**src/hdl/sfcd_pkg.sv**
```systemverilog
// Shared types, constants and arithmetic helpers for the sensor frame CRC decoder.
`default_nettype none
package sfcd_pkg;

  localparam logic [15:0] CrcSeed      = 16'hFFFF;
  localparam logic [15:0] CrcPoly      = 16'hA001;
  localparam logic [15:0] Recip10      = 16'hCCCD;
  localparam int          Recip10Shift = 19;
  localparam logic [2:0]  DataLen      = 3'd6;
  localparam logic [2:0]  LastPos      = 3'd7;
  localparam int          CapDepth     = 5;
  localparam int          ValW         = 13;

  typedef struct packed {
    logic        crc_ok;
    logic [15:0] hum_raw;
    logic        temp_neg;
    logic [14:0] temp_mag;
  } frame_info_t;

  // One reflected CRC-16 byte step, unrolled over eight bits.
  function automatic logic [15:0] crc_feed(input logic [15:0] crc, input logic [7:0] b);
    logic [15:0] c;
    c = crc ^ {8'h00, b};
    for (int k = 0; k < 8; k++) begin
      if (c[0]) begin
        c = (c >> 1) ^ CrcPoly;
      end else begin
        c = c >> 1;
      end
    end
    return c;
  endfunction

  // Exact quotient by ten for any 16-bit value, by reciprocal multiply.
  function automatic logic [ValW-1:0] div10(input logic [15:0] x);
    logic [31:0] p;
    p = 32'(x) * 32'(Recip10);
    return p[Recip10Shift +: ValW];
  endfunction

endpackage
`default_nettype wire

```
**src/hdl/sfcd_frame_track.sv**
```systemverilog
// Frame position counter, running CRC and captured payload bytes.
`default_nettype none
module sfcd_frame_track
  import sfcd_pkg::*;
(
  input  wire logic        clk,
  input  wire logic        rst_n,
  input  wire logic        step,
  input  wire logic [7:0]  data_byte,
  input  wire logic        frame_start,
  output frame_info_t      info,
  output logic             is_last
);

  logic [2:0]  pos_r, pos_nxt, pos;
  logic [15:0] crc_r, crc_nxt, crc_base;
  logic [7:0]  cap_r [CapDepth];

  assign pos      = frame_start ? 3'd0 : pos_r;
  assign crc_base = frame_start ? CrcSeed : crc_r;
  assign is_last  = (pos == LastPos);
  assign pos_nxt  = pos + 3'd1;

  always_comb begin
    priority if (pos < DataLen) begin
      crc_nxt = crc_feed(crc_base, data_byte);
    end else if (pos == LastPos) begin
      crc_nxt = CrcSeed;
    end else begin
      crc_nxt = crc_base;
    end
  end

  always_ff @(posedge clk) begin
    if (!rst_n) begin
      pos_r <= 3'd0;
      crc_r <= CrcSeed;
    end else if (step) begin
      pos_r <= pos_nxt;
      crc_r <= crc_nxt;
    end
  end

  for (genvar i = 0; i < CapDepth; i++) begin : g_cap
    always_ff @(posedge clk) begin
      if (step && (pos == 3'(i + 2))) begin
        cap_r[i] <= data_byte;
      end
    end
  end

  assign info.crc_ok   = ({data_byte, cap_r[4]} == crc_base);
  assign info.hum_raw  = {cap_r[0], cap_r[1]};
  assign info.temp_neg = cap_r[2][7];
  assign info.temp_mag = {cap_r[2][6:0], cap_r[3]};

endmodule
`default_nettype wire

```
**src/hdl/sfcd_result.sv**
```systemverilog
// Scaling of the frame readings and the last good value hold.
`default_nettype none
module sfcd_result
  import sfcd_pkg::*;
(
  input  wire logic                   clk,
  input  wire logic                   rst_n,
  input  wire logic                   done,
  input  wire frame_info_t            info,
  output logic                        crc_ok,
  output logic [ValW-1:0]             humidity_whole,
  output logic signed [ValW-1:0]      temperature_whole
);

  logic [ValW-1:0] hum_r, hum_nxt;
  logic [ValW-1:0] temp_r, temp_nxt, temp_q;

  assign hum_nxt  = div10(info.hum_raw);
  assign temp_q   = div10({1'b0, info.temp_mag});
  assign temp_nxt = info.temp_neg ? (ValW'(0) - temp_q) : temp_q;

  always_ff @(posedge clk) begin
    if (!rst_n) begin
      hum_r  <= '0;
      temp_r <= '0;
    end else if (done && info.crc_ok) begin
      hum_r  <= hum_nxt;
      temp_r <= temp_nxt;
    end
  end

  assign crc_ok            = info.crc_ok;
  assign humidity_whole    = info.crc_ok ? hum_nxt : hum_r;
  assign temperature_whole = info.crc_ok ? temp_nxt : temp_r;

endmodule
`default_nettype wire

```
**src/hdl/sensor_frame_crc_decoder.sv**
```systemverilog
// Top level of the sensor frame CRC decoder with input and result registers.
// An accepted byte waits in the input register and is processed from there; the result
// of a frame's final byte is then held in the output register, which drives out_tvalid.
// Throughput is one byte per cycle unless a frame's final byte waits on the output register.
// Reset clears the frame position and the held readings and loads the CRC seed.
`default_nettype none
module sensor_frame_crc_decoder
  import sfcd_pkg::*;
(
  input  wire logic        clk,
  input  wire logic        rst_n,
  input  wire logic        in_tvalid,
  output logic             in_tready,
  input  wire logic [7:0]  in_tdata,   // [7:0] data_byte
  input  wire logic        in_tuser,   // [0] frame_start
  output logic             out_tvalid,
  input  wire logic        out_tready,
  output logic [31:0]      out_tdata,  // [12:0] humidity_whole, [25:13] temperature_whole
  output logic             out_tuser   // [0] crc_ok
);

  logic        s1_valid_r;
  logic [7:0]  s1_byte_r;
  logic        s1_start_r;
  logic        s1_step;
  logic        is_last;
  logic        out_free;
  logic        in_fire;
  frame_info_t info;

  logic                   res_ok;
  logic [ValW-1:0]        res_hum;
  logic signed [ValW-1:0] res_temp;

  logic                   out_valid_r;
  logic                   out_ok_r;
  logic [ValW-1:0]        out_hum_r;
  logic [ValW-1:0]        out_temp_r;

  assign out_free  = !out_valid_r || out_tready;
  assign s1_step   = s1_valid_r && (!is_last || out_free);
  assign in_tready = !s1_valid_r || s1_step;
  assign in_fire   = in_tvalid && in_tready;

  always_ff @(posedge clk) begin
    if (!rst_n) begin
      s1_valid_r <= 1'b0;
    end else if (in_tready) begin
      s1_valid_r <= in_tvalid;
    end
  end

  always_ff @(posedge clk) begin
    if (in_fire) begin
      s1_byte_r  <= in_tdata;
      s1_start_r <= in_tuser;
    end
  end

  sfcd_frame_track u_track (
    .clk         (clk),
    .rst_n       (rst_n),
    .step        (s1_step),
    .data_byte   (s1_byte_r),
    .frame_start (s1_start_r),
    .info        (info),
    .is_last     (is_last)
  );

  sfcd_result u_result (
    .clk               (clk),
    .rst_n             (rst_n),
    .done              (s1_step && is_last),
    .info              (info),
    .crc_ok            (res_ok),
    .humidity_whole    (res_hum),
    .temperature_whole (res_temp)
  );

  always_ff @(posedge clk) begin
    if (!rst_n) begin
      out_valid_r <= 1'b0;
    end else if (out_free) begin
      out_valid_r <= s1_step && is_last;
    end
  end

  always_ff @(posedge clk) begin
    if (out_free && s1_step && is_last) begin
      out_ok_r   <= res_ok;
      out_hum_r  <= res_hum;
      out_temp_r <= res_temp;
    end
  end

  assign out_tvalid = out_valid_r;
  assign out_tuser  = out_ok_r;
  assign out_tdata  = {6'b000000, out_temp_r, out_hum_r};

  a_last_gives_result: assert property (@(posedge clk) disable iff (!rst_n)
    s1_step && is_last |=> out_valid_r)
    else $error("final byte did not load a result");

  a_accept_loads_stage: assert property (@(posedge clk) disable iff (!rst_n)
    in_fire |=> s1_valid_r)
    else $error("accepted byte lost before processing");

  a_stage_holds: assert property (@(posedge clk) disable iff (!rst_n)
    s1_valid_r && !s1_step |=> s1_valid_r && $stable(s1_byte_r) && $stable(s1_start_r))
    else $error("stalled byte changed in input register");

  a_result_only_from_last: assert property (@(posedge clk) disable iff (!rst_n)
    !out_valid_r ##1 out_valid_r |-> $past(s1_step && is_last))
    else $error("result appeared without a final byte");

endmodule
`default_nettype wire
```
**config.mk**
```make
export PLATFORM = sky130hd
export DESIGN_NAME = sensor_frame_crc_decoder
export DESIGN_NICKNAME = d
export VERILOG_FILES = /design/src/hdl/sfcd_pkg.sv /design/src/hdl/sfcd_frame_track.sv /design/src/hdl/sfcd_result.sv /design/src/hdl/sensor_frame_crc_decoder.sv
export SDC_FILE = /design/constraint.sdc
export NUM_CORES = 1
export LEC_CHECK = 0
export BUFFER_PORTS_ARGS = -buffer_cell sky130_fd_sc_hd__buf_2
export CAP_MARGIN = 20
export CORE_ASPECT_RATIO = 1.2
export CORE_UTILIZATION = 25
export DETAILED_ROUTE_END_ITERATION = 12
export PLACE_DENSITY = 0.36
export SKIP_CTS_REPAIR_TIMING = 1
export SLEW_MARGIN = 40
export SYNTH_ARGS = -nofsm -noshare
export SYNTH_HDL_FRONTEND = slang
export SYNTH_SLANG_ARGS = --single-unit
```
**constraint.sdc**
```tcl
create_clock -name clk -period 12.85 [get_ports clk]
set_input_delay 0.6425 -clock clk [delete_from_list [all_inputs] [get_ports clk]]
set_output_delay 0.6425 -clock clk [all_outputs]
set_load 0.01 [all_outputs]
```
; Word level (Yosys, flattened, before mapping)
; Memory sizes are Yosys's and may differ from the RTL's.
; Cells that the tools add are included.
[word_totals]
memories = 1
inputBits = 13
regBits = 83
elab_cells = 98
mem_bits_rw = 40
out_inout_bits = 35
[op_classes]
eq_ne = 7
bitwise_logic = 9
n_lt_le_gt_ge = 1
addsub = 2
mux = 44
n_reduce_logical = 21
n_mul = 2
[mem_list]
columns = memory, words, word_bits, rd, rd_clocked_by_memory_dff, write_ports, line
row1 = u_track.cap_r, 5, 8, 5, 0, 1, sfcd_frame_track.sv:17  ; logic [7:0] cap_r [CapDepth];
[op_table]
columns = operator, count
row1 = 2-to-1 mux 16 bit, 18
row2 = 2-to-1 mux 13 bit, 3
row3 = "multiplier 16 x 16 -> 32 bit, second input constant", 1
row4 = 2-to-1 mux 8 bit, 4
row5 = OR reduction 8 bit, 4
row6 = "multiplier 15 x 16 -> 31 bit, second input constant", 1
row7 = NOT 2 -> 3 bit, 8
row8 = == test 16 bit, 1
row9 = XOR 16 x 8 -> 16 bit, 1
row10 = 2-to-1 mux 3 bit, 5
row11 = 2-to-1 mux 1 bit, 14
row12 = "subtractor 1 x 12 -> 13 bit, first input constant", 1
row13 = "== test 3 bit, second input constant", 4
row14 = logical AND 1 bit, 11
row15 = "== test 3 x 2 -> 1 bit, second input constant", 2
row16 = "adder 3 x 1 -> 3 bit, second input constant", 1
row17 = zero test 1 bit, 3
row18 = logical OR 1 bit, 3
row19 = "< comparator 3 bit, second input constant", 1

; Depth between registers and ports, before layout
; Gate-level depths: netlist of run 1.
[logic_depth]
depth_word = 26
mapped_depth = 26
mapped_depth_nobuf = 26

; Hierarchy
; From an unflattened synthesis of run 1, not the netlist that was laid out.
[unflattened]
hier_cells = 1383
area_unflattened_um2 = 14084.8
[modules_own_cells]
columns = module, seq_area_each_um2, cells_per_inst, n_inst, area_per_inst_um2
row1 = sfcd_result, 520.5, 1055, 1, 9854.5
row2 = sfcd_frame_track, 1581.5, 272, 1, 2979.1
row3 = sensor_frame_crc_decoder, 1121.1, 56, 1, 1251.2

; Least setup slack after synthesis of run 1
; No wires, ideal clock.
[synth_timing]
path_kind = register -> register
start = memory u_track.cap_r[2][5], in the netlist u_track.cap_r[0][21]
end = register out_temp_r[10], data pin
path_buffers = 0
slack_ns = 6.092
setup_time_ns = 0.260
t_arrival_ns = 6.498
period_less_slack_ns = 6.758
path_stages_with_launch = 26
required_ns = 12.590
path_cell_list = edfxtp_1 > inv_1 > ha_1 > inv_1 > ha_1 > a21o_1 > fa_1 > inv_1 > fa_1 > inv_1 > fa_1 > inv_1 > fa_1 > inv_1 > ha_1 > and4_1 > a221o_1 > o41a_1 > xnor2_1 > inv_1 > ha_1 > o21ai_0 > or4_4 > o41ai_1 > xnor2_1 > mux2_2
[synth_lines]
columns = element, line
row1 = from (decl), sfcd_frame_track.sv:17
row2 = to (signal assigned), sensor_frame_crc_decoder.sv:92  ; out_temp_r <= res_temp;
row3 = to (decl), sensor_frame_crc_decoder.sv:38  ; logic [ValW-1:0] out_temp_r;

==> impl_metrics.tcl, run 1 <==
set metrics [dict create \
    path_clk_slew_ps 60 \
    startpoint_type "flop" \
    viasPerCell 4.29 \
    max_stage_delay_ps 580 \
    drt_iter0_markers 256 \
    topRoutingLayerUsed "met5" \
    critPathCaptureType "flop" \
    antenna_found_initial 2 \
    final_common_cell "ha_1" \
    hold_path_end "s1_byte_r[5]$_DFFE_PP_" \
    nFillCells 5530 \
    cpMaxStageDelayCell "fa_1" \
    synth.distinct_cells 71 \
    die_y_um 255 \
    finish.utilization 0.284 \
    worstHoldPathCells 1 \
    portBuffers 41 \
    fin_worst_hold_slack_ps 388 \
    cp.arrival_ps 7430 \
    finalWorstSetupSlack_ps 5590 \
    postSynthAreaPerCell_sq_um 10.6 \
    drc 0 \
    yosys_warnings 0 \
    regToRegSetupSlack_ps 5590 \
    yosys.area_share.simple 0.0700 \
    gp_congestion 0.776 \
    leakagePower_uw 0.00698 \
    hp-class "input pin to flop" \
    met1_length_um 15700 \
    dpl_cell_area_sq_um 14400 \
    vias 8677 \
    rows 92 \
    synth_compound_area_frac 0.0923 \
    irDropWorstVdd_uv 70.8 \
    synthXorXnorAreaFrac 0.0557 \
    cp.required_ps 13020 \
    status "finished, final reports clean" \
    setup_tns_ps 0 \
    reg2reg_to "out_temp_r[10]$_DFFE_PP_" \
    max_freq_ghz 0.138 \
    place_ws_ps 5590 \
    io_pins 48 \
    synth-seq-cells 123 \
    die_w_um 213 \
    final_max_slew_viol_count 0 \
    final_area_sq_um 15000 \
    dp_hpwl_um 28700 \
    synth_cells 1266 \
    period_needed_ps 7260 \
    crit_start "u_track.cap_r[0][21]$_DFFE_PP_" \
    clk-insertion-delay-late_ps 430 \
    fin_nets 1703 \
    clockRootBuffer "clkbuf_16" \
    finalHoldViolCount 0 \
    yosysSeqAreaShare 0.241 \
    wl_met2_um 17700 \
    cp_max_fo 5 \
    dr_wl_met3_um 625 \
    area_growth_pct 12.0 \
    ff2ff_path_depth 25 \
    synthMuxAreaShare 0.0246 \
    htree_levels 4 \
    grt_use_total 0.137 \
    dieArea_sq_um 54400 \
    finClkSkew_ps 9.06 \
    cts_buffers 17 \
    firstDrtPassIters 5 \
    grt_pass1_wl_um 55500 \
    grt-ovfl-total 0 \
    core-area_sq_um 52600 \
    setup_viol 0 \
    layout_common_cells "ha_1 (254), inv_1 (231), fa_1 (134)" \
    r2r_start "u_track.cap_r[0][21]$_DFFE_PP_" \
    wl_um 34700 \
    hold_path.startpoint "in_tdata[5]" \
    rsz0062_at_grt "false" \
    worstMarginPinSlew_ps 830 \
    start_util 0.254 \
    p_per_area_nw_per_um2 76.5 \
    cap_violations 0 \
    slew_headroom 0.441 \
    synth-async-reset-ratio 0 \
    cpMostUsedCell "inv_1" \
    grt_pass1_vias 9526 \
    critPathKind "flop to flop" \
    synthAdderAreaFrac 0.439 \
    clock_sinks 123 \
    wl_per_cell_um 17.2 \
    fin_crit_sh 0.565 \
    antenna_left 0 \
    cts_tree "built" \
    grt_max_degree 40 \
    synth_area_sq_um 13400 \
    clock_tree.buffer_depth 2 \
    drive_gt1_frac 0.0928 \
    synth_ff_type "edfxtp_1" \
    synth_top_family_by_area "adder cells" \
    synth_edf_count 76 \
]
==> layer usage <==
layer  vias to the layer above  track usage
li1                       4337            -
met1                      4220        0.171
met2                        85        0.244
met3                        33       0.0183
met4                         2       0.0399
met5                         -            0
==> sequential cells by signal, indices dropped and copies added, names as in the netlist <==
signal           flops
u_result.hum_r      13
u_track.cap_r       40
u_result.temp_r     13
out_temp_r          13
s1_start_r           1
s1_valid_r           1
u_track.crc_r       16
out_hum_r           13
s1_byte_r            8
out_tuser            1
out_tvalid           1
u_track.pos_r        3
==> how the worst max path moves through the flow <==
stage	endpoint	depth (start not counted)
global placement	out_temp_r[10]$_DFFE_PP_	23
detailed placement	out_temp_r[10]$_DFFE_PP_	25
floorplan	out_temp_r[10]$_DFFE_PP_	25
global route	out_temp_r[10]$_DFFE_PP_	25
CTS	out_temp_r[10]$_DFFE_PP_	25
finish	out_temp_r[10]$_DFFE_PP_	25
==> Yosys cell counts (3+ instances only) <==
| cell | n | area share |
|---|---|---|
| ha_1 | 254 | 0.24 |
| inv_1 | 231 | 0.065 |
| fa_1 | 134 | 0.20 |
| edfxtp_1 | 76 | 0.17 |
| nand2_1 | 63 | 0.018 |
| xnor2_1 | 56 | 0.037 |
| a21oi_1 | 48 | 0.018 |
| dfxtp_1 | 47 | 0.070 |
| nor2_1 | 39 | 0.011 |
| a21o_1 | 30 | 0.017 |
| xor2_1 | 29 | 0.019 |
| clkbuf_1 | 28 | 0.0079 |
| o21ai_0 | 25 | 0.0094 |
| mux2_2 | 23 | 0.019 |
| nor3_1 | 17 | 0.0064 |
| o22ai_1 | 16 | 0.0075 |
| nand3_1 | 9 | 0.0034 |
| a211oi_1 | 8 | 0.0045 |
| and3_1 | 8 | 0.0037 |
| a22o_1 | 7 | 0.0046 |
| mux2i_1 | 7 | 0.0052 |
| nor4_1 | 7 | 0.0033 |
| or2_2 | 7 | 0.0033 |
| buf_4 | 6 | 0.0034 |
| nand2b_1 | 6 | 0.0028 |
| nor2b_1 | 6 | 0.0028 |
| and2_1 | 5 | 0.0023 |
| nand4_1 | 5 | 0.0023 |
| or3_1 | 5 | 0.0023 |
| o21a_1 | 4 | 0.0022 |
| o31ai_1 | 4 | 0.0022 |
| and4_1 | 3 | 0.0020 |
| o211a_1 | 3 | 0.0022 |
| o211ai_1 | 3 | 0.0017 |
==> worst max-delay path: cells and delay by family (launching register included) <==
family	cells	cell delay, ps
flops	1	420
fa+ha+maj	8	3270
buf+inv	7	440
simple gates	2	650
xor+xnor	2	350
mux	1	270
compound gates	5	1600
==> cell type report <==
type / instances / area [sq um] / share of cell area
Timing Repair Buffer: 49 / 265 / 0.0177
Sequential cell: 123 / 3220 / 0.216
Multi-Input combinational cell: 880 / 9130 / 0.610
Antenna cell: 1 / 2.50 / 0.000167
Clock buffer: 20 / 437 / 0.0292
Tap cell: 705 / 882 / 0.0590
Inverter: 231 / 867 / 0.0580
Clock inverter: 12 / 149 / 0.00996
==> report_power, final <==
group / internal [uW] / switching [uW]
logic: 89.4 / 122
registers: 426 / 17.8
clock network: 303 / 184
==> metrics by stage <==
| stage | cells | power, uW |
|---|---|---|
| 6_report | 2021 | 1140 |
| 5_1_grt | 2020 | 1200 |
| 4_1_cts | 2020 | 1160 |
| 3_5_place_dp | 1988 | 667 |
| 3_3_place_gp | 1988 | 667 |
| 2_1_floorplan | 1271 | 609 |
==> kinds of logic (layout without fill, tap and decap cells) <==
group | Yosys count | after routing
AO/OA/AOI/OAI | 181 | 181
AND/OR/NAND/NOR | 190 | 190
XOR/XNOR | 85 | 85
multiplexers | 30 | 30
buffers and inverters | 268 | 312
adder cells (fa/ha/maj) | 388 | 388
other | 1 | 7
flip-flops | 123 | 123
(Power assumes the default switching activity.)
==> run 2, diff against run 1 <==
Clock period 12.85 ns to 6.7 ns, I/O delays scaled along.
==> run 2 against run 1 <==
  * Critical endpoint unchanged
  * Sequential power grew 91%
  * Via count grew 3.8%
  * Clock power grew 100%
  * Sequential cell count is the same
  * Power grew 100%
==> impl_metrics.tcl, run 2 (same netlist as run 1, synthesis figures left out) <==
set metrics [dict create \
    stdcell_count 2091 \
    htree_levels 4 \
    grt-ovfl-total 0 \
    clk-insertion-delay-late_ps 450 \
    drt_iter0_markers 257 \
    antenna_left 0 \
    setup_viol 0 \
    grt_use_total 0.140 \
    clock_tree.buffer_depth 2 \
    grt_max_degree 32 \
    fin_crit_sh 0.989 \
    clockRootBuffer "clkbuf_16" \
    finalHoldViolCount 0 \
    gp_congestion 0.797 \
    place_ws_ps -262 \
    die_w_um 213 \
    cp_max_fo 3 \
    cp_top_family "adder cells" \
    final_max_slew_viol_count 0 \
    setup_tns_ps 0 \
    antenna_found_initial 1 \
    wl_um 35500 \
    io_pins 48 \
    leakagePower_uw 0.00738 \
    wl_per_cell_um 17.0 \
    vias 9010 \
    largest_reg_flops 40 \
    firstDrtPassIters 4 \
    cts_tree "built" \
    p_per_area_nw_per_um2 148 \
    cp.arrival_ps 6820 \
    cpMaxStageDelayCell "fa_1" \
    critPathKind "flop to flop" \
    finalWorstSetupSlack_ps 71.9 \
    drive_gt1_frac 0.174 \
    core-area_sq_um 52600 \
    dp_hpwl_um 29700 \
    rows 92 \
    portBuffers 41 \
    slew_headroom 0.489 \
    start_util 0.254 \
    drc 0 \
    hp-class "input pin to flop" \
    dieArea_sq_um 54400 \
    cpMostUsedCell "fa_1" \
    antennaDiodeCount 0 \
    status "finished, final reports clean" \
    fin_nets 1774 \
    period_needed_ps 6630 \
    dp.cells 2054 \
    critical_path.cell_chain "ha_4 -> inv_2 -> fa_1 -> inv_2 -> fa_1 -> fa_2 -> fa_2 -> fa_1 -> ha_1 -> and4_4 -> a221o_1 -> o41a_1 -> xnor2_2 -> inv_1 -> ha_2 -> o21ai_2 -> or4_4 -> o41ai_4 -> xnor2_1 -> mux2_4" \
    final_common_cell "ha_1" \
    worstMarginPinSlew_ps 767 \
    top_register "u_track.cap_r" \
    startpoint_type "flop" \
    irDropWorstVdd_uv 165 \
    viasPerCell 4.31 \
    die_y_um 255 \
    max_freq_ghz 0.151 \
    critPathBufInv 3 \
    max_stage_delay_ps 590 \
    critPathCaptureType "flop" \
    area_growth_pct 18.5 \
    clock_sinks 123 \
    reg.largest.list "u_track.cap_r: 40 flops, u_track.crc_r: 16 flops" \
    grt_pass1_wl_um 56200 \
    cap_violations 0 \
    layout_common_cells "ha_1 (245), inv_1 (224), fa_1 (128)" \
    path_clk_slew_ps 60 \
    finClkSkew_ps 16.1 \
    rsz0062_at_grt "true" \
    cts_buffers 17 \
    grt_pass1_vias 9917 \
    cp.required_ps 6890 \
]
run 2: changes by cell type in the layout (fill, tap and decap cells not counted), sizes merged:
cell      previous run  this run
inv                231       235
clkinv               7         2
clkinvlp             2         3
diode                1         0
buf                 49       120
run 2: report_power, final:
| group | switching [uW] | leakage [uW] | total (uW) | internal, uW |
|---|---|---|---|---|
| clock network | 371 | 0.000300 | 988 | 617 |
| registers | 33.2 | 0.00101 | 850 | 817 |
| logic | 269 | 0.00607 | 503 | 234 |
| total | 673 | 0.00738 | 2340 | 1670 |
run 2: cell type report:
type,instances,area [sq um]
Tap cell,705,882
Multi-Input combinational cell,880,9420
Fill cell,5532,36800
Clock inverter,12,159
Clock buffer,20,467
Sequential cell,123,3220
Inverter,231,867
Timing Repair Buffer,120,810
run 2: path summary, 6_finish.rpt:
kind | slack, ps | depth (start not counted) | startpoint | end
setup / recovery | 70 | 20 | u_track.cap_r[0][25]$_DFFE_PP_ | out_temp_r[10]$_DFFE_PP_
hold / removal | 70 | 1 | in_tdata[5] | s1_byte_r[5]$_DFFE_PP_
setup reg to reg | 70 | 20 | u_track.cap_r[0][25]$_DFFE_PP_ | out_temp_r[10]$_DFFE_PP_
hold reg to reg | 450 | 2 | u_result.hum_r[1]$_SDFFE_PN0P_ | u_result.hum_r[1]$_SDFFE_PN0P_
run 2: layer usage:
| layer | routed length [um] | global-route usage | up-vias |
|---|---|---|---|
| met4 | 667 | 0.0434 | 0 |
| li1 | - | - | 4470 |
| met2 | 19000 | 0.267 | 72 |
| met5 | 0 | 0 | - |
| met3 | 514 | 0.0135 | 25 |
| met1 | 15300 | 0.163 | 4443 |
run 2: through the flow:
stage | utilization | power (uW) | area [sq um] | hold WS (ps)
4_1_cts | 0.295 | 2350 | 15500 | 34.3
3_5_place_dp | 0.283 | 1340 | 14900 | 447
2_1_floorplan | - | 1170 | 13400 | 429
5_1_grt | 0.301 | 2470 | 15800 | 55.0
3_3_place_gp | 0.283 | 1340 | 14900 | 440
6_report | 0.301 | 2340 | 15800 | 67.7
run 2: worst reg2reg max path, cell delays in order, from the launching register on:
cell	delay [ps]
edfxtp_1	470
ha_4	320
inv_2	40
fa_1	540
inv_2	80
fa_1	590
fa_2	440
fa_2	360
fa_1	510
ha_1	310
and4_4	210
a221o_1	340
o41a_1	390
xnor2_2	190
inv_1	100
ha_2	190
o21ai_2	60
or4_4	540
o41ai_4	300
xnor2_1	140
mux2_4	270
==> run 3, diff against run 2 <==
Settings changed: CAP_MARGIN 20 to 10, SYNTH_HIERARCHICAL set to 1.
==> run 3 against run 2 <==
  * Combinational power down 5.2%
  * Cell count up 2.8%
  * Setup slack better by 200 ps
  * Non-clock buffer count down 36
  * Via count up 6.0%
  * Area after synthesis up 5.4%
  * Sequential share of layout area about the same
  * Routed wire length up 2.3%
==> impl_metrics.tcl, run 3 <==
set metrics [dict create \
    period_needed_ps 6430 \
    io_pins 48 \
    ff2ff_path_depth 21 \
    combPwrFrac 0.211 \
    antenna_found_initial 0 \
    startpoint_type "flop" \
    drive_gt1_frac 0.129 \
    synthMuxAreaShare 0.0171 \
    antenna_left 0 \
    synth_most_common_cell "ha_1" \
    multiInputGateArea_sq_um 9690 \
    drt_iter0_markers 325 \
    totalPowerFinal_uw 2250 \
    fin_nets 1818 \
    cp_max_fo 5 \
    layout_common_cells "ha_1 (252), inv_1 (241), fa_1 (133)" \
    htree_levels 4 \
    synthAdderAreaFrac 0.416 \
    vias 9551 \
    synth_ff_type "edfxtp_1" \
    clock_tree.buffer_depth 2 \
    cap_violations 0 \
    yosysTopAreaCell "ha_1" \
    status "finished, final reports clean" \
    die_y_um 262 \
    clock_sinks 123 \
    firstDrtPassIters 4 \
    largest_reg_flops 40 \
    p_switching_uw 687 \
    postSynthAreaPerCell_sq_um 10.2 \
    clockRootBuffer "clkbuf_16" \
    finish.utilization 0.286 \
    synth_common_cells "ha_1 (254), inv_1 (242), fa_1 (134)" \
    worstSetupEndpoint "out_temp_r[12]$_DFFE_PP_" \
    clk-insertion-delay-late_ps 470 \
    synth_edf_count 76 \
    grt_use_total 0.135 \
    finClkSkew_ps 9.90 \
    place_ws_ps -9.42 \
    synth_top_area_frac 0.226 \
    synth_top_family_by_area "adder cells" \
    gp_congestion 0.795 \
    antennaDiodeCount 0 \
    synth.distinct_cells 87 \
    critPathCaptureType "flop" \
    yosys_warnings 6 \
    rows 94 \
    cts_buffers 17 \
    wl_um 36400 \
    slew_headroom 0.525 \
    seqCellArea_sq_um 3220 \
    portBuffers 41 \
    dp_hpwl_um 29500 \
    reg2reg_to "out_temp_r[12]$_DFFE_PP_" \
    start_util 0.255 \
    drc 0 \
    max_freq_ghz 0.156 \
    crit_start "u_track/cap_r[0][22]$_DFFE_PP_" \
    nFillCells 5860 \
    regToRegSetupSlack_ps 270 \
    p_clk_frac 0.411 \
    reg.largest.list "u_track/cap_r: 40 flops, u_track/crc_r: 16 flops" \
    cp.arrival_ps 6620 \
    irDropWorstVdd_uv 143 \
    p_per_area_nw_per_um2 142 \
    p_sw_frac 0.305 \
    hp-class "input pin to flop" \
    top_register "u_track/cap_r" \
    synth-seq-cells 123 \
    synth.area.top_cells "ha_1 (23%), fa_1 (19%), edfxtp_1 (16%)" \
    grt_pass1_vias 10300 \
    yosys.area_share.simple 0.0941 \
    yosysSeqAreaShare 0.229 \
    dieArea_sq_um 57300 \
    cp.required_ps 6890 \
    die_w_um 219 \
    worstMarginPinSlew_ps 712 \
    cts_tree "built" \
    power_frac_seq 0.377 \
    final_max_slew_viol_count 0 \
    synthXorXnorAreaFrac 0.0497 \
    internal_power_uw 1570 \
    finalWorstSetupSlack_ps 274 \
    synth_compound_area_frac 0.0985 \
    synth_cells 1383 \
    synth_area_sq_um 14100 \
    core-area_sq_um 55300 \
    viasPerCell 4.44 \
    finalHoldViolCount 0 \
    setup_viol 0 \
    leakagePower_uw 0.00756 \
    grt_max_degree 43 \
    synth-async-reset-ratio 0 \
    final_common_cell "ha_1" \
    grt_pass1_wl_um 57700 \
    grt-ovfl-total 0 \
    r2r_start "u_track/cap_r[0][22]$_DFFE_PP_" \
    fin_crit_sh 0.959 \
    area_growth_pct 12.4 \
    wl_per_cell_um 16.9 \
    path_clk_slew_ps 60 \
    critPathKind "flop to flop" \
]
[run 3: cell types whose count changed in the layout (fill, tap and decap cells not counted), moves of 8 or more]
| cell | before | now |
|---|---|---|
| buf_4 | 76 | 43 |
| inv_1 | 224 | 241 |
| xnor2_1 | 54 | 42 |
| a31oi_1 | 2 | 13 |
| o21ai_0 | 21 | 31 |
| nand2_1 | 61 | 69 |
| a21o_1 | 30 | 13 |
| nand3_1 | 8 | 25 |
| nor3_1 | 14 | 22 |
| a21oi_1 | 45 | 53 |
[run 3: area by class of cell]
class | instances | share of cell area
timing repair buffer | 84 | 0.0334
tap | 720 | 0.0569
multi-input combinational | 949 | 0.612
inverter | 242 | 0.0574
clock buffer | 18 | 0.0271
clock inverter | 14 | 0.00933
sequential | 123 | 0.204
[run 3: how the worst min path moves through the flow]
stage	from	endpoint	depth (start not counted)
2_1_floorplan	u_result/hum_r[7]$_SDFFE_PN0P_	u_result/hum_r[7]$_SDFFE_PN0P_	2
3_3_place_gp	u_result/hum_r[7]$_SDFFE_PN0P_	u_result/hum_r[7]$_SDFFE_PN0P_	2
4_1_cts	in_tdata[6]	s1_byte_r[6]$_DFFE_PP_	1
3_5_place_dp	u_result/temp_r[0]$_SDFFE_PN0P_	u_result/temp_r[0]$_SDFFE_PN0P_	2
6_report	in_tdata[0]	s1_byte_r[0]$_DFFE_PP_	1
5_1_grt	in_tdata[0]	s1_byte_r[0]$_DFFE_PP_	1
[run 3: metal layers]
layer,vias to the layer above,track usage,share of wire
met5,-,0,0
met4,0,0.0372,0.013
met3,24,0.0205,0.025
met2,91,0.245,0.52
met1,4686,0.164,0.44
li1,4750,-,-
[run 3: cells by family (layout without fill, tap and decap cells)]
kind of cell / Yosys count / in the layout
other: 1 / 6
buffers and inverters: 316 / 358
DFF: 123 / 123
muxes: 22 / 22
AOI/OAI and AO/OA: 205 / 205
adders and majority gates: 388 / 388
xor gates and xnor gates: 74 / 74
and+or+nand+nor: 254 / 254
[run 3: power groups by stage]
stage / Sequential [uW] / Combinational, uW / Clock, uW
after floorplan: 846 / 344 / 0
after global placement: 869 / 465 / 0
after detailed placement: 869 / 464 / 0
after CTS: 853 / 467 / 966
after global routing: 855 / 537 / 992
final: 851 / 477 / 927
[run 3: through the flow]
step,area (sq um),hold WS [ps],setup TNS (ps),instances
final,15800,44.0,0,2150
after detailed placement,15000,448,-9.42,2108
after global placement,15000,440,0,2108
after floorplan,14100,434,0,1388
after global routing,15800,10.4,-63.3,2150
after CTS,15600,3.31,-23.3,2140
[run 3: worst max-delay path, stage by stage (launching register included)]
cell	delay, ps
edfxtp_1	380
ha_1	280
inv_1	40
ha_1	300
a21o_1	200
fa_2	560
inv_1	60
fa_1	520
inv_1	50
fa_1	530
inv_1	50
fa_1	530
inv_1	60
ha_4	280
nand4_1	120
or3_4	420
and3b_2	310
o31ai_1	110
or2_2	340
or4_1	570
nor4b_4	310
o22ai_1	120
